==> src/rtl/core/jvs_pkg.sv <==
`default_nettype none
// -----------------------------------------------------------------------------
// Joystick velocity shaper package
// Shared types and constants of the shaper core.
// -----------------------------------------------------------------------------
package jvs_pkg;

  localparam int unsigned AXIS_W  = 16;
  localparam int unsigned VEL_W   = 24;
  localparam int unsigned SCALE_W = 19;
  localparam int unsigned DZ_W    = 14;
  localparam int unsigned LIM_W   = 18;
  localparam int unsigned CFG_IDX_W  = 3;
  localparam int unsigned CFG_DATA_W = 19;

  typedef enum logic [CFG_IDX_W-1:0] {
    CFG_DEAD_BAND   = 3'd0,
    CFG_LINEAR_LIM  = 3'd1,
    CFG_ANGULAR_LIM = 3'd2,
    CFG_SCALE_INC   = 3'd3,
    CFG_INIT_SCALE  = 3'd4
  } cfg_idx_e;

  // Item handed from the front part to the back part.
  typedef struct packed {
    logic signed [AXIS_W-1:0] fwd;
    logic signed [AXIS_W-1:0] side;
    logic signed [AXIS_W-1:0] rot;
    logic [SCALE_W-1:0]       scale;
    logic                     serve;
    logic                     stop;
  } job_t;

  typedef enum logic [2:0] {
    BK_IDLE,
    BK_DZ,
    BK_SQRT,
    BK_NORM,
    BK_VEL,
    BK_OUT
  } bk_state_e;

endpackage : jvs_pkg
`default_nettype wire

==> src/rtl/core/jvs_if.sv <==
`default_nettype none
// -----------------------------------------------------------------------------
// Joystick velocity shaper channel interfaces
// Valid/ready channels for samples, commands and configuration writes.
// -----------------------------------------------------------------------------
interface jvs_in_if;
  logic valid;
  logic ready;
  logic signed [15:0] forward_axis;
  logic signed [15:0] strafe_axis;
  logic signed [15:0] rotate_axis;
  logic speed_up_button;
  logic speed_down_button;
  logic stop_button;
  logic serve_button;
  modport source (output valid, forward_axis, strafe_axis, rotate_axis, speed_up_button,
                  speed_down_button, stop_button, serve_button, input ready);
  modport sink (input valid, forward_axis, strafe_axis, rotate_axis, speed_up_button,
                speed_down_button, stop_button, serve_button, output ready);
endinterface

interface jvs_out_if;
  logic valid;
  logic ready;
  logic signed [23:0] vel_forward;
  logic signed [23:0] vel_side;
  logic signed [23:0] yaw_rate;
  logic [18:0] scale_now;
  logic serve_pulse;
  logic stop_pulse;
  modport source (output valid, vel_forward, vel_side, yaw_rate, scale_now, serve_pulse,
                  stop_pulse, input ready);
  modport sink (input valid, vel_forward, vel_side, yaw_rate, scale_now, serve_pulse,
                stop_pulse, output ready);
endinterface

interface jvs_cfg_if;
  logic valid;
  logic ready;
  logic [2:0]  index;
  logic [18:0] data;
  modport source (output valid, index, data, input ready);
  modport sink (input valid, index, data, output ready);
endinterface
`default_nettype wire

==> src/rtl/core/jvs_front.sv <==
`default_nettype none
// -----------------------------------------------------------------------------
// Joystick velocity shaper front
// Accepts samples, detects button edges and updates the speed scale.
// -----------------------------------------------------------------------------
module jvs_front #(
  parameter int unsigned FRAC_BITS = 14
) (
  input  wire logic                   clk_i,
  input  wire logic                   rst_ni,
  jvs_in_if.sink                      in_if,
  input  wire logic                   scale_load_i,
  input  wire logic [18:0]            init_scale_i,
  input  wire logic [18:0]            scale_inc_i,
  output jvs_pkg::job_t               job_o,
  output logic                        job_valid_o,
  input  wire logic                   job_ready_i
);
  import jvs_pkg::*;

  localparam logic [SCALE_W:0] ScaleMaxW = ((20 << FRAC_BITS) > 524287) ? 20'd524287
                                           : (SCALE_W+1)'(20 << FRAC_BITS);
  localparam logic [SCALE_W-1:0] ScaleMax = ScaleMaxW[SCALE_W-1:0];
  localparam logic [SCALE_W-1:0] OneScale = SCALE_W'(64'd1 << FRAC_BITS);

  logic [SCALE_W-1:0] scale_q, scale_d, up_val;
  logic [3:0]         prior_q, btn, rise;
  logic [SCALE_W:0]   sum;
  logic               accept;

  assign in_if.ready = job_ready_i;
  assign job_valid_o = in_if.valid;
  assign accept      = in_if.valid && job_ready_i;

  assign btn  = {in_if.serve_button, in_if.stop_button, in_if.speed_down_button,
                 in_if.speed_up_button};
  assign rise = btn & ~prior_q;

  always_comb begin
    sum    = {1'b0, scale_q} + {1'b0, scale_inc_i};
    up_val = scale_q;
    if (rise[0]) begin
      up_val = (sum > {1'b0, ScaleMax}) ? ScaleMax : sum[SCALE_W-1:0];
    end
    scale_d = up_val;
    if (rise[1]) begin
      scale_d = (up_val > scale_inc_i) ? up_val - scale_inc_i : '0;
    end
  end

  always_ff @(posedge clk_i or negedge rst_ni) begin
    if (!rst_ni) begin
      scale_q <= (OneScale > ScaleMax) ? ScaleMax : OneScale;
      prior_q <= '0;
    end else if (scale_load_i) begin
      scale_q <= (init_scale_i > ScaleMax) ? ScaleMax : init_scale_i;
    end else if (accept) begin
      scale_q <= scale_d;
      prior_q <= btn;
    end
  end

  always_comb begin
    job_o.fwd   = in_if.forward_axis;
    job_o.side  = in_if.strafe_axis;
    job_o.rot   = in_if.rotate_axis;
    job_o.scale = scale_d;
    job_o.serve = rise[3];
    job_o.stop  = rise[2];
  end

  assert property (@(posedge clk_i) disable iff (!rst_ni)
    scale_q <= ScaleMax) else $error("scale above limit");
  assert property (@(posedge clk_i) disable iff (!rst_ni)
    accept && !scale_load_i |=> prior_q == $past(btn)) else $error("button levels lost");
  assert property (@(posedge clk_i) disable iff (!rst_ni)
    (rise & prior_q) == 4'd0) else $error("edge on held button");
endmodule
`default_nettype wire

==> src/rtl/core/jvs_queue.sv <==
`default_nettype none
// -----------------------------------------------------------------------------
// Joystick velocity shaper queue
// Two-entry queue between front and back.
// -----------------------------------------------------------------------------
module jvs_queue (
  input  wire logic    clk_i,
  input  wire logic    rst_ni,
  input  jvs_pkg::job_t wr_data_i,
  input  wire logic    wr_valid_i,
  output logic         wr_ready_o,
  output jvs_pkg::job_t rd_data_o,
  output logic         rd_valid_o,
  input  wire logic    rd_ready_i
);
  import jvs_pkg::*;

  job_t       mem_q [2];
  logic       wp_q, rp_q;
  logic [1:0] cnt_q;
  logic       wr, rd;

  assign wr_ready_o = cnt_q != 2'd2;
  assign rd_valid_o = cnt_q != 2'd0;
  assign rd_data_o  = mem_q[rp_q];
  assign wr = wr_valid_i && wr_ready_o;
  assign rd = rd_valid_o && rd_ready_i;

  always_ff @(posedge clk_i) begin
    if (wr) mem_q[wp_q] <= wr_data_i;
  end

  always_ff @(posedge clk_i or negedge rst_ni) begin
    if (!rst_ni) begin
      wp_q <= 1'b0; rp_q <= 1'b0; cnt_q <= '0;
    end else begin
      if (wr) wp_q <= ~wp_q;
      if (rd) rp_q <= ~rp_q;
      cnt_q <= cnt_q + 2'(wr) - 2'(rd);
    end
  end

  assert property (@(posedge clk_i) disable iff (!rst_ni)
    cnt_q != 2'd3) else $error("queue overflow");
endmodule
`default_nettype wire

==> src/rtl/core/jvs_back.sv <==
`default_nettype none
// -----------------------------------------------------------------------------
// Joystick velocity shaper back
// Deadzone rescale, radial clamp and velocity products on shared units.
// -----------------------------------------------------------------------------
module jvs_back #(
  parameter int unsigned FRAC_BITS = 14
) (
  input  wire logic         clk_i,
  input  wire logic         rst_ni,
  input  jvs_pkg::job_t     job_i,
  input  wire logic         job_valid_i,
  output logic              job_ready_o,
  input  wire logic [13:0]  dead_band_i,
  input  wire logic [17:0]  lin_lim_i,
  input  wire logic [17:0]  ang_lim_i,
  jvs_out_if.source         out_if
);
  import jvs_pkg::*;

  localparam int unsigned MW = FRAC_BITS + 2;          // magnitude width (holds ONE)
  localparam int unsigned QW = 2 * MW + 2;             // dividend / square width
  localparam int unsigned DW = MW + FRAC_BITS;         // divider iterations
  localparam int unsigned SW = MW + 1;                 // root width
  localparam int unsigned RI = QW / 2;                 // root iterations
  localparam logic [MW-1:0] One = MW'(1) << FRAC_BITS;
  localparam logic [MW-1:0] DzMax = MW'((99 * (1 << FRAC_BITS)) / 100);
  localparam logic [VEL_W-1:0] VelMax = ((64'd320 << FRAC_BITS) > 64'd8388607) ? 24'h7FFFFF
                                        : VEL_W'(64'd320 << FRAC_BITS);
  localparam int unsigned PW = MW + LIM_W + SCALE_W;

  bk_state_e st_q, st_d;
  logic [MW-1:0] mag_q [3];
  logic [2:0]    neg_q;
  job_t          job_q;
  logic [1:0]    ax_q;
  logic [5:0]    it_q;
  logic [QW-1:0] rem_q, quo_q, den_q;
  logic [SW-1:0] root_q;
  logic [MW-1:0] dz;
  logic [VEL_W-1:0] vel_q [3];
  logic [PW-1:0] prod_q;
  logic          pstage_q;

  function automatic logic [MW-1:0] sat_mag(input logic signed [AXIS_W-1:0] v);
    logic [AXIS_W:0] m;
    m = v[AXIS_W-1] ? (AXIS_W+1)'(-$signed({v[AXIS_W-1], v})) : {1'b0, v};
    sat_mag = (QW'(m) > QW'(One)) ? One : MW'(m);
  endfunction

  assign dz = (QW'(dead_band_i) > QW'(DzMax)) ? DzMax : MW'(dead_band_i);
  assign job_ready_o = st_q == BK_IDLE;

  // restoring divider step and root step
  logic [QW-1:0] trial;
  logic [QW+1:0] rtrial, rrem;
  assign trial  = {rem_q[QW-2:0], quo_q[QW-1]};
  assign rrem   = {rem_q, quo_q[QW-1:QW-2]};
  assign rtrial = {(QW+2-SW-2)'(0), root_q, 2'b01};

  logic [QW-1:0] fsq, ssq;
  assign fsq = QW'(mag_q[0]) * QW'(mag_q[0]);
  assign ssq = QW'(mag_q[1]) * QW'(mag_q[1]);

  logic [LIM_W-1:0] lim;
  assign lim = (ax_q == 2'd2) ? ang_lim_i : lin_lim_i;

  // second product step: multiply by scale (registered between multiplies)
  logic [PW-1:0] prod2;
  assign prod2 = PW'(prod_q[MW+LIM_W-1:0]) * PW'(job_q.scale);
  logic [PW-1:0] p_sh;
  assign p_sh = prod2 >> (2 * FRAC_BITS);

  always_comb begin
    st_d = st_q;
    case (st_q)
      BK_IDLE: if (job_valid_i) st_d = BK_DZ;
      BK_DZ:   if (ax_q == 2'd2 && it_q == 6'(DW + 1)) st_d = BK_SQRT;
      BK_SQRT: if (it_q == 6'(RI + 1)) st_d = (rem_q == '1) ? BK_VEL : BK_NORM;
      BK_NORM: if (ax_q == 2'd1 && it_q == 6'(DW + 1)) st_d = BK_VEL;
      BK_VEL:  if (ax_q == 2'd2 && pstage_q) st_d = BK_OUT;
      BK_OUT:  if (out_if.ready) st_d = BK_IDLE;
      default: st_d = BK_IDLE;
    endcase
  end

  always_ff @(posedge clk_i or negedge rst_ni) begin
    if (!rst_ni) st_q <= BK_IDLE;
    else st_q <= st_d;
  end

  always_ff @(posedge clk_i) begin
    case (st_q)
      BK_IDLE: begin
        job_q <= job_i;
        mag_q[0] <= sat_mag(job_i.fwd);
        mag_q[1] <= sat_mag(job_i.side);
        mag_q[2] <= sat_mag(job_i.rot);
        neg_q <= {job_i.rot[AXIS_W-1], job_i.side[AXIS_W-1], job_i.fwd[AXIS_W-1]};
        ax_q <= '0; it_q <= '0;
      end
      BK_DZ: begin
        if (it_q == 6'd0) begin
          rem_q <= '0;
          if (mag_q[ax_q] < dz) begin
            quo_q <= '0; den_q <= '1;   // forces zero quotient
          end else begin
            quo_q <= QW'(mag_q[ax_q] - dz) << (QW - DW + FRAC_BITS);
            den_q <= QW'(One - dz);
          end
          it_q <= 6'd1;
        end else if (it_q == 6'(DW + 1)) begin
          mag_q[ax_q] <= MW'(quo_q);
          it_q <= '0;
          ax_q <= (ax_q == 2'd2) ? 2'd0 : ax_q + 2'd1;
        end else begin
          if (trial >= den_q) begin rem_q <= trial - den_q; quo_q <= {quo_q[QW-2:0], 1'b1}; end
          else begin rem_q <= trial; quo_q <= {quo_q[QW-2:0], 1'b0}; end
          it_q <= it_q + 6'd1;
        end
      end
      BK_SQRT: begin
        if (it_q == 6'd0) begin
          quo_q <= fsq + ssq; root_q <= '0; it_q <= 6'd1;
          // an all-ones remainder marks a vector that needs no normalizing
          rem_q <= (fsq + ssq <= QW'(One) * QW'(One)) ? '1 : '0;
        end else if (it_q == 6'(RI + 1)) begin
          it_q <= '0; ax_q <= '0;
        end else begin
          if (rem_q != '1) begin
            if (rrem >= rtrial) begin
              rem_q <= QW'(rrem - rtrial); root_q <= {root_q[SW-2:0], 1'b1};
            end else begin
              rem_q <= QW'(rrem); root_q <= {root_q[SW-2:0], 1'b0};
            end
            quo_q <= quo_q << 2;
          end
          it_q <= it_q + 6'd1;
        end
      end
      BK_NORM: begin
        if (it_q == 6'd0) begin
          quo_q <= QW'(mag_q[ax_q]) << (QW - DW + FRAC_BITS);
          rem_q <= '0; den_q <= QW'(root_q); it_q <= 6'd1;
        end else if (it_q == 6'(DW + 1)) begin
          mag_q[ax_q] <= MW'(quo_q);
          it_q <= '0; ax_q <= (ax_q == 2'd1) ? 2'd0 : ax_q + 2'd1;
        end else begin
          if (trial >= den_q) begin rem_q <= trial - den_q; quo_q <= {quo_q[QW-2:0], 1'b1}; end
          else begin rem_q <= trial; quo_q <= {quo_q[QW-2:0], 1'b0}; end
          it_q <= it_q + 6'd1;
        end
      end
      BK_VEL: begin
        if (!pstage_q) begin
          prod_q <= PW'(PW'(mag_q[ax_q]) * PW'(lim));
        end else begin
          if (p_sh > PW'(VelMax)) vel_q[ax_q] <= neg_q[ax_q] ? -VelMax : VelMax;
          else vel_q[ax_q] <= neg_q[ax_q] ? -VEL_W'(p_sh) : VEL_W'(p_sh);
          ax_q <= ax_q + 2'd1;
        end
      end
      default: ;
    endcase
  end

  always_ff @(posedge clk_i or negedge rst_ni) begin
    if (!rst_ni) pstage_q <= 1'b0;
    else if (st_q == BK_VEL) pstage_q <= ~pstage_q;
    else pstage_q <= 1'b0;
  end

  assign out_if.valid       = st_q == BK_OUT;
  assign out_if.vel_forward = vel_q[0];
  assign out_if.vel_side    = vel_q[1];
  assign out_if.yaw_rate    = vel_q[2];
  assign out_if.scale_now   = job_q.scale;
  assign out_if.serve_pulse = job_q.serve;
  assign out_if.stop_pulse  = job_q.stop;

  assert property (@(posedge clk_i) disable iff (!rst_ni)
    out_if.valid && !out_if.ready |=> out_if.valid) else $error("result dropped");
  assert property (@(posedge clk_i) disable iff (!rst_ni)
    job_ready_o |-> !out_if.valid) else $error("accepted while holding result");
  assert property (@(posedge clk_i) disable iff (!rst_ni)
    st_q == BK_OUT |-> ax_q == 2'd3 || ax_q == 2'd0) else $error("lane count off");
endmodule
`default_nettype wire

==> src/rtl/core/joystick_velocity_shaper_unit.sv <==
`default_nettype none
// -----------------------------------------------------------------------------
// Joystick velocity shaper unit
// Turns stick samples into saturated velocity commands with a speed scale.
// -----------------------------------------------------------------------------
// Usage:
//  - in_if carries one sample per transfer: three Q1.14 axes and four buttons.
//  - out_if returns one result per sample: three velocities, the scale after
//    the sample, and serve/stop press pulses.
//  - cfg_if writes registers 0..4 (dead band, linear limit, angular limit,
//    scale step, initial scale); write only while no sample is in flight.
//  - The front stage takes a sample whenever the queue has room, handles button
//    edges and the speed scale, and pushes it into a two-entry queue.
//  - The back stage works one sample at a time: three serial deadzone
//    divisions, a serial square root and, when the stick vector is longer
//    than 1.0, two serial normalizing divisions, then a multiply by the
//    limit and a multiply by the scale for each axis.
//  - The back takes a new sample only once the last result has transferred;
//    the deadzone and normalizing divisions share one serial divider.
//  - A stalled receiver holds the result; the queue keeps accepting up to
//    two more samples.
//  - Reset loads the default registers, the scale to 1.0 and clears the
//    button history.
// -----------------------------------------------------------------------------
module joystick_velocity_shaper_unit #(
  parameter int unsigned FRAC_BITS = 14
) (
  input wire logic clk_i,
  input wire logic rst_ni,
  jvs_in_if.sink   in_if,
  jvs_out_if.source out_if,
  jvs_cfg_if.sink  cfg_if
);
  import jvs_pkg::*;

  localparam logic [LIM_W-1:0]   LimReset = LIM_W'(64'd1 << FRAC_BITS);
  localparam logic [SCALE_W-1:0] IncReset = SCALE_W'((64'd1 << FRAC_BITS) / 64'd10);

  logic [13:0] dz_q;
  logic [17:0] lin_q, ang_q;
  logic [18:0] inc_q;
  logic        load;
  job_t        fj, bj;
  logic        fv, fr, bv, br;

  assign cfg_if.ready = 1'b1;
  assign load = cfg_if.valid && cfg_if.index == CFG_INIT_SCALE;

  always_ff @(posedge clk_i or negedge rst_ni) begin
    if (!rst_ni) begin
      dz_q <= '0; lin_q <= LimReset; ang_q <= LimReset;
      inc_q <= IncReset;
    end else if (cfg_if.valid) begin
      case (cfg_if.index)
        CFG_DEAD_BAND:   dz_q   <= cfg_if.data[13:0];
        CFG_LINEAR_LIM:  lin_q  <= cfg_if.data[17:0];
        CFG_ANGULAR_LIM: ang_q  <= cfg_if.data[17:0];
        CFG_SCALE_INC:   inc_q  <= cfg_if.data;
        default: ;
      endcase
    end
  end

  jvs_front #(.FRAC_BITS(FRAC_BITS)) u_front (
    .clk_i, .rst_ni, .in_if, .scale_load_i(load), .init_scale_i(cfg_if.data),
    .scale_inc_i(inc_q), .job_o(fj), .job_valid_o(fv), .job_ready_i(fr)
  );

  jvs_queue u_queue (
    .clk_i, .rst_ni, .wr_data_i(fj), .wr_valid_i(fv), .wr_ready_o(fr),
    .rd_data_o(bj), .rd_valid_o(bv), .rd_ready_i(br)
  );

  jvs_back #(.FRAC_BITS(FRAC_BITS)) u_back (
    .clk_i, .rst_ni, .job_i(bj), .job_valid_i(bv), .job_ready_o(br),
    .dead_band_i(dz_q), .lin_lim_i(lin_q), .ang_lim_i(ang_q), .out_if
  );
endmodule
`default_nettype wire

==> src/flat_wrapper.sv <==
// flat-port wrapper written by rule: the top's interface ports become plain ports
module joystick_velocity_shaper_unit_flat import jvs_pkg::*;
#(
  parameter int unsigned FRAC_BITS = 14
)
  (clk_i, rst_ni, in_if_valid, in_if_forward_axis, in_if_strafe_axis, in_if_rotate_axis, in_if_speed_up_button, in_if_speed_down_button, in_if_stop_button, in_if_serve_button, in_if_ready, out_if_valid, out_if_vel_forward, out_if_vel_side, out_if_yaw_rate, out_if_scale_now, out_if_serve_pulse, out_if_stop_pulse, out_if_ready, cfg_if_valid, cfg_if_index, cfg_if_data, cfg_if_ready);
  jvs_in_if in_if_i ();
  jvs_out_if out_if_i ();
  jvs_cfg_if cfg_if_i ();
  input wire logic clk_i;
  input wire logic rst_ni;
  input wire logic [$bits(in_if_i.valid)-1:0] in_if_valid;
  input wire logic [$bits(in_if_i.forward_axis)-1:0] in_if_forward_axis;
  input wire logic [$bits(in_if_i.strafe_axis)-1:0] in_if_strafe_axis;
  input wire logic [$bits(in_if_i.rotate_axis)-1:0] in_if_rotate_axis;
  input wire logic [$bits(in_if_i.speed_up_button)-1:0] in_if_speed_up_button;
  input wire logic [$bits(in_if_i.speed_down_button)-1:0] in_if_speed_down_button;
  input wire logic [$bits(in_if_i.stop_button)-1:0] in_if_stop_button;
  input wire logic [$bits(in_if_i.serve_button)-1:0] in_if_serve_button;
  output wire logic [$bits(in_if_i.ready)-1:0] in_if_ready;
  output wire logic [$bits(out_if_i.valid)-1:0] out_if_valid;
  output wire logic [$bits(out_if_i.vel_forward)-1:0] out_if_vel_forward;
  output wire logic [$bits(out_if_i.vel_side)-1:0] out_if_vel_side;
  output wire logic [$bits(out_if_i.yaw_rate)-1:0] out_if_yaw_rate;
  output wire logic [$bits(out_if_i.scale_now)-1:0] out_if_scale_now;
  output wire logic [$bits(out_if_i.serve_pulse)-1:0] out_if_serve_pulse;
  output wire logic [$bits(out_if_i.stop_pulse)-1:0] out_if_stop_pulse;
  input wire logic [$bits(out_if_i.ready)-1:0] out_if_ready;
  input wire logic [$bits(cfg_if_i.valid)-1:0] cfg_if_valid;
  input wire logic [$bits(cfg_if_i.index)-1:0] cfg_if_index;
  input wire logic [$bits(cfg_if_i.data)-1:0] cfg_if_data;
  output wire logic [$bits(cfg_if_i.ready)-1:0] cfg_if_ready;
  assign in_if_i.valid = in_if_valid;
  assign in_if_i.forward_axis = in_if_forward_axis;
  assign in_if_i.strafe_axis = in_if_strafe_axis;
  assign in_if_i.rotate_axis = in_if_rotate_axis;
  assign in_if_i.speed_up_button = in_if_speed_up_button;
  assign in_if_i.speed_down_button = in_if_speed_down_button;
  assign in_if_i.stop_button = in_if_stop_button;
  assign in_if_i.serve_button = in_if_serve_button;
  assign in_if_ready = in_if_i.ready;
  assign out_if_valid = out_if_i.valid;
  assign out_if_vel_forward = out_if_i.vel_forward;
  assign out_if_vel_side = out_if_i.vel_side;
  assign out_if_yaw_rate = out_if_i.yaw_rate;
  assign out_if_scale_now = out_if_i.scale_now;
  assign out_if_serve_pulse = out_if_i.serve_pulse;
  assign out_if_stop_pulse = out_if_i.stop_pulse;
  assign out_if_i.ready = out_if_ready;
  assign cfg_if_i.valid = cfg_if_valid;
  assign cfg_if_i.index = cfg_if_index;
  assign cfg_if_i.data = cfg_if_data;
  assign cfg_if_ready = cfg_if_i.ready;
  joystick_velocity_shaper_unit #(.FRAC_BITS(FRAC_BITS)) u_core (.clk_i(clk_i), .rst_ni(rst_ni), .in_if(in_if_i), .out_if(out_if_i), .cfg_if(cfg_if_i));
endmodule
==> config.mk <==
export PLATFORM = sky130hd
export DESIGN_NAME = joystick_velocity_shaper_unit_flat
export DESIGN_NICKNAME = d
export VERILOG_FILES = /design/src/rtl/core/jvs_pkg.sv /design/src/rtl/core/jvs_if.sv /design/src/rtl/core/jvs_front.sv /design/src/rtl/core/jvs_queue.sv /design/src/rtl/core/jvs_back.sv /design/src/rtl/core/joystick_velocity_shaper_unit.sv /design/src/flat_wrapper.sv
export SDC_FILE = /design/constraint.sdc
export NUM_CORES = 2
export LEC_CHECK = 0
export BUFFER_PORTS_ARGS = -buffer_cell sky130_fd_sc_hd__buf_2
export CAP_MARGIN = 0
export CORE_UTILIZATION = 60
export CTS_BUF_LIST = sky130_fd_sc_hd__clkbuf_2
export CTS_CLUSTER_DIAMETER = 100
export DETAILED_ROUTE_END_ITERATION = 8
export PLACE_DENSITY_LB_ADDON = 0.12
export SYNTH_ARGS = -nofsm -noshare
export SYNTH_HDL_FRONTEND = slang
export SYNTH_SLANG_ARGS = --single-unit
==> constraint.sdc <==
create_clock -name clk_i -period 17.8 [get_ports clk_i]
set_input_delay 3.56 -clock clk_i [delete_from_list [all_inputs] [get_ports clk_i]]
set_output_delay 3.56 -clock clk_i [all_outputs]
set_load 0.05 [all_outputs]
# After elaboration in Yosys (flattened, before gate mapping)
# Memories as Yosys holds them, arrays and structs flattened. A register that Yosys moved wholly into a read port is not among the register bits.
# Index checks and enable logic that the tools add are counted.
[classes] n_addsub=15 n_mul=4 order_cmp=13 reduce_logical=31 n_eq_ne=34 muxes=92 bitwise=8
[op_table] operator="2-to-1 mux 34 bit" count=18
[op_table] operator="one-hot mux 34 bit (2 select lines)" count=2
[op_table] operator="2-to-1 mux 19 bit" count=7
[op_table] operator="one-hot mux 34 bit (3 select lines)" count=1
[op_table] operator="2-to-1 mux 17 bit" count=5
[op_table] operator="2-to-1 mux 16 bit" count=5
[op_table] operator="2-to-1 mux 24 bit" count=3
[op_table] operator="multiplier 16 x 16 -> 32 bit" count=2
[op_table] operator="multiplier 34 x 19 -> 53 bit" count=1
[op_table] operator="greater-than comparator 17 x 15 -> 1 bit (second input constant)" count=3
[op_table] operator="negator 16 -> 17 bit" count=3
[op_table] operator=">= comparator 36 x 19 -> 1 bit" count=1
[op_table] operator="== test 34 bit (second input constant)" count=1
[op_table] operator=">= comparator 34 bit" count=1
[op_table] operator="multiplier 16 x 18 -> 34 bit" count=1
[op_table] operator="inequality test 34 bit (second input constant)" count=1
[op_table] operator="subtractor 34 x 19 -> 34 bit" count=1
[op_table] operator="subtractor 34 bit" count=1
[op_table] operator="adder 32 x 32 -> 33 bit" count=1
[op_table] operator="<= comparator 33 x 29 -> 1 bit (second input constant)" count=1
[op_table] operator="inequality test 2 bit (second input constant)" count=14
[op_table] operator="greater-than comparator 25 x 23 -> 1 bit (second input constant)" count=1
[op_table] operator="2-to-1 mux 6 bit" count=4
[op_table] operator="negator 24 bit" count=1
[op_table] operator="48 further kinds" count=118
[word_totals] word_cells=222 output_inout_bits=96 reg_bits=285 ram_bits=258 inputBits=79 mem_count=3
[mem_list] name="u_core.u_queue.mem_q" depth=2 word_bits=69 rd=1 rd_clocked_by_memory_dff=0 write_ports=1 line_no="jvs_queue.sv:18" text="job_t mem_q [2];"
[mem_list] name="u_core.u_back.vel_q" depth=3 word_bits=24 rd=3 rd_clocked_by_memory_dff=0 write_ports=1 line_no="jvs_back.sv:41" text="logic [VEL_W-1:0] vel_q [3];"
[mem_list] name="u_core.u_back.mag_q" depth=3 word_bits=16 rd=3 rd_clocked_by_memory_dff=1 write_ports=3 line_no="jvs_back.sv:33" text="logic [MW-1:0] mag_q [3];"

# Longest topological paths before layout
[logic_depth] depth_word=9 depth_mapped=34 depth_no_buf=30

# Hierarchy
# From an unflattened synthesis, not the netlist that was laid out.
[hier_totals] hier_cells=7917 area_unflattened_um2=76096.7
[modules_own_cells] module="jvs_back" area_per_inst_um2=63579.7 seq_area_each_um2=9298.9 cells_per_inst=6980 instances=1
[modules_own_cells] module="jvs_queue" area_per_inst_um2=5530.3 seq_area_each_um2=4244.1 cells_per_inst=232 instances=1
[modules_own_cells] module="jvs_front" area_per_inst_um2=4202.8 seq_area_each_um2=576.8 cells_per_inst=552 instances=1
[modules_own_cells] module="joystick_velocity_shaper_unit" area_per_inst_um2=2783.9 seq_area_each_um2=1736.7 cells_per_inst=153 instances=1

# Worst setup path after synthesis
# No wires, ideal clock.
[synth_timing] path_type="flip-flop to flip-flop" from="register u_core.u_back.ax_q[0]" to="register u_core.u_back.prod_q[32], data pin" arrival_time_ps=8388 required_ps=17538 setup_time_ps=262 path_buffers=3 path_slack_ps=9149 path_stages_with_launch=31 synth_period_minus_slack_ps=8651 cell_sequence="edfxtp_1 inv_1 ha_1 clkbuf_1 clkbuf_1 buf_1 mux2i_1 nor2_1 fa_1 fa_1 inv_1 fa_1 inv_1 fa_1 inv_1 fa_1 inv_1 fa_1 ha_1 a21o_1 a21o_1 a21o_1 a21o_1 a21o_1 a221o_1 a21o_1 a211oi_1 nor3_1 a2111oi_0 a21oi_1 xor2_1"
[synth_between] elab_chain_cells=3
[synth_rtl] item="start, declared" line_no="jvs_back.sv:36" text="logic [1:0] ax_q;"
[synth_rtl] item="start signal, assigned" line_no="jvs_back.sv:115" text="ax_q <= (ax_q == 2'd2) ? 2'd0 : ax_q + 2'd1;"
[synth_rtl] item="start signal, assigned" line_no="jvs_back.sv:160" text="ax_q <= ax_q + 2'd1;"
[synth_rtl] item="== test 2 bit" line_no="jvs_back.sv:66" text="assign lim = (ax_q == 2'd2) ? ang_lim_i : lin_lim_i;"
[synth_rtl] item="2-to-1 mux 18 bit" line_no="jvs_back.sv:66"
[synth_rtl] item="multiplier 16 x 18 -> 34 bit" line_no="jvs_back.sv:156" text="prod_q <= PW'(PW'(mag_q[ax_q]) * PW'(lim));"
[synth_rtl] item="end signal, assigned" line_no="jvs_back.sv:156"
[synth_rtl] item="end, declared" line_no="jvs_back.sv:42" text="logic [PW-1:0] prod_q;"
# Every way passes these cells.
# A chain may end at the register's enable or synchronous reset.

==> flow_metrics.py <==
metrics = {
    "worst_hold_path": {
        "hold_path.class": "register to register",
        "hp-start": "u_core.u_queue.mem_q[0][14]$_DFFE_PP_",
        "hold_depth": 1,
        "worstHoldEndpoint": "u_core.u_back.out_if.scale_now[12]$_DFFE_PP_",
    },
    "layout": {
        "drive_gt1_share_pct": 8.371,
        "fin_area_sq_mm": 0.07826,
        "syn_to_final_growth_pct": 4.921,
        "layout.nets": 9677,
    },
    "synthesis": {
        "yosysUniqueCellTypes": 94,
        "synthCells": 7839,
        "synth_warnings": 0,
        "postSynth.asyncResetShare_pct": 18.35,
        "synth_edf_count": 443,
        "synth_nets": 9626,
        "yosys-top-cells-area": "fa_1 (31%), edfxtp_1 (18%), ha_1 (9.3%)",
        "synth_top_cell_by_area": "fa_1",
        "netlist_area_sq_mm": 0.07459,
        "synth_commonest_cells": "inv_1 (1496), fa_1 (1153), nand2_1 (1040), ha_1 (555), edfxtp_1 (443)",
        "yosysSeqAreaShare_pct": 21.26,
        "syn_avg_cell_area_sq_um": 9.516,
        "post-synth-top-count-cell": "inv_1",
        "synth-seq-cells": 545,
        "synth_top_area_share_pct": 30.94,
        "synthFlopType": "edfxtp_1",
    },
    "die": {
        "dieWidth_um": 354.6,
        "core_sq_mm": 0.1225,
        "pin_count": 175,
        "placementRows": 128,
        "start_util_pct": 60.88,
        "die-area_sq_mm": 0.1257,
        "die_y_um": 354.6,
    },
    "critical_path": {
        "cp.buffers_inverters": 4,
        "reg2reg_slack_ps": 8150,
        "required_ps": 19070,
        "r2r_end": "u_core.u_back.rem_q[20]$_DFFE_PP_",
        "cp_common_cell": "fa_1",
        "crit_path_end_kind": "register",
        "timing.rr.start": "u_core.u_back.mag_q[1][0]$_DFFE_PP_",
        "crit_type": "register to register",
        "cp_top_family": "adder cells",
        "arrival_ps": 10920,
        "critPathMaxStageDelay_ps": 1030,
        "crit_fanout": 34,
        "crit_slowest_cell": "edfxtp_1",
        "cp-start-kind": "register",
        "rr_worst_depth": 27,
    },
    "sta": {
        "worst_pin_slew_ps": 1221,
        "slew_headroom_pct": 17.51,
        "fin_crit_ps": 9650,
        "worst_slack_ps": 8150,
        "hold_viol_final": 0,
        "tns_ps": 0,
        "fmax_mhz": 103.6,
        "timing.final.crit_share_pct": 54.22,
        "drv_slew": 0,
        "rsz0062_at_grt": "no",
        "worst_clock_skew_ps": 176.8,
        "setup_viol": 0,
    },
    "clock_network": {
        "holdBufCountCts": 0,
        "cts_root_buf": "clkbuf_2",
        "cts_max_path_buffers": 3,
        "cts.clk_slew.worst_paths_ps": 120,
        "cts_tree": "yes",
        "clk_latency_ps": 1590,
        "cts_setup_buffers": 0,
        "cts_inserted_buffers": 141,
        "cts_resized": 0,
        "cts_htree_levels": 4,
        "clock_sinks": 545,
    },
    "place": {
        "place_congestion": 0.9438,
        "place_hpwl_um": 148700,
        "placed_cell_area_sq_mm": 0.07691,
        "dp_slack_ps": 8471,
        "io_buffers": 173,
    },
    "routing": {
        "routed_via_density": 5.823,
        "ant_nets": 0,
        "wl_per_cell_um": 20.20,
        "wl_um": 194400,
        "num_vias": 56050,
        "drc": 0,
        "first_pass_iters": 6,
        "first_iter_violations": 4366,
    },
    "global_routing": {
        "use_met2_pct": 51.68,
        "antenna_found_initial": 3,
        "grt_overflow": 0,
        "grt.met1_usage_pct": 44.31,
        "grt_pass1_vias": 58820,
        "grt_max_degree": 72,
        "use_met3_pct": 5.455,
        "top_usage_layer": "met2",
        "grt_usage_pct": 32.02,
        "grt_pass1_wl_um": 316000,
    },
    "status": {
        "outcome": "finished clean",
    },
    "flow_run": {
        "drv_cap": 0,
    },
}
-- stage by stage --
stage / utilization (%) / hold WS (ps) / std cells
5_1_grt: 63.88 / 529.9 / 9624
2_1_floorplan: - / 460.8 / 7839
4_1_cts: 63.86 / 503.1 / 9617
6_report: 63.88 / 503.4 / 9625
3_3_place_gp: 62.78 / 489.6 / 9372
3_5_place_dp: 62.78 / 495.4 / 9372
-- layout make-up --
type	instances	area, sq um
Clock inverter	52	364.1
Antenna cell	8	20.02
Sequential cell	545	15860
Tap cell	1625	2033
Clock buffer	193	965.9
Inverter	1502	5638
Timing Repair Buffer	261	1529
Fill cell	10390	44250
Multi-Input combinational cell	5439	51850
-- registers in the layout, indices dropped and copies added (netlist names), 3 cells and up, named ones only --
name                            flops
u_core.u_back.den_q                18
u_core.u_back.vel_q                72
u_core.u_front.scale_q             19
u_core.ang_q                       18
u_core.u_back.root_q               17
u_core.u_back.neg_q                 3
u_core.lin_q                       18
u_core.inc_q                       19
u_core.u_back.st_q                  3
u_core.u_back.mag_q                64
u_core.u_queue.mem_q              138
u_core.u_front.prior_q              4
u_core.dz_q                        14
u_core.u_back.out_if.scale_now     19
u_core.u_back.prod_q               34
u_core.u_back.quo_q                34
u_core.u_back.it_q                  6
u_core.u_back.rem_q                34
-- how the worst max path moves through the flow --
stage	start	end	depth (start not counted)
floorplan	u_core.u_back.ax_q[0]$_DFFE_PP_	u_core.u_back.prod_q[32]$_DFFE_PP_	30
global placement	u_core.u_back.mag_q[1][0]$_DFFE_PP_	u_core.u_back.rem_q[31]$_DFFE_PP_	27
detailed placement	u_core.u_back.mag_q[1][0]$_DFFE_PP_	u_core.u_back.rem_q[5]$_DFFE_PP_	27
CTS	u_core.u_back.mag_q[1][0]$_DFFE_PP_	u_core.u_back.rem_q[20]$_DFFE_PP_	28
global route	u_core.u_back.mag_q[1][0]$_DFFE_PP_	u_core.u_back.rem_q[21]$_DFFE_PP_	28
finish	u_core.u_back.mag_q[1][0]$_DFFE_PP_	u_core.u_back.rem_q[20]$_DFFE_PP_	27
-- per-layer routing --
metal  vias to the layer above  share of wire (%)  wire length (um)
met1                     28140                 42             82020
met4                         0                3.0              5853
met5                         -                  0                 0
li1                      25260                  -                 -
met2                      2254                 47             91140
met3                       386                7.9             15380
-- cell families after synthesis --
family / share of synthesized area, %
other: 0.005027
and+or+nand+nor: 13.84
muxes: 3.217
AOI/OAI and AO/OA: 9.088
DFF: 21.26
xor gates and xnor gates: 2.971
buffers and inverters: 9.365
adders and majority gates: 40.25
-- cell usage in the layout, fill, tap and decap left out, types with 12 or more instances in the layout --
master / instances
inv_1: 1496
fa_1: 1153
nand2_1: 1040
ha_1: 554
edfxtp_1: 443
nor2_1: 377
and2_1: 348
o21ai_0: 257
a21oi_1: 229
clkbuf_2: 193
buf_2: 172
xnor2_1: 143
mux2_2: 116
xor2_1: 110
a21o_1: 92
dfrtp_1: 90
mux2i_1: 89
buf_4: 89
nand3_1: 84
nor3_1: 68
a31oi_1: 54
nor2b_1: 51
a211oi_1: 50
nand2b_1: 47
nand4_1: 41
and3_1: 40
o211ai_1: 38
o21a_1: 34
clkinv_1: 30
o31ai_1: 28
a22o_1: 24
o21bai_1: 22
a22oi_1: 22
nor4_1: 20
or2_2: 18
or3_1: 17
o22ai_1: 16
o32ai_1: 15
a21boi_0: 13
or4_1: 12
Power is not shown: default switching activity piles up to over one toggle a cycle in this logic, so the estimate is an artifact.
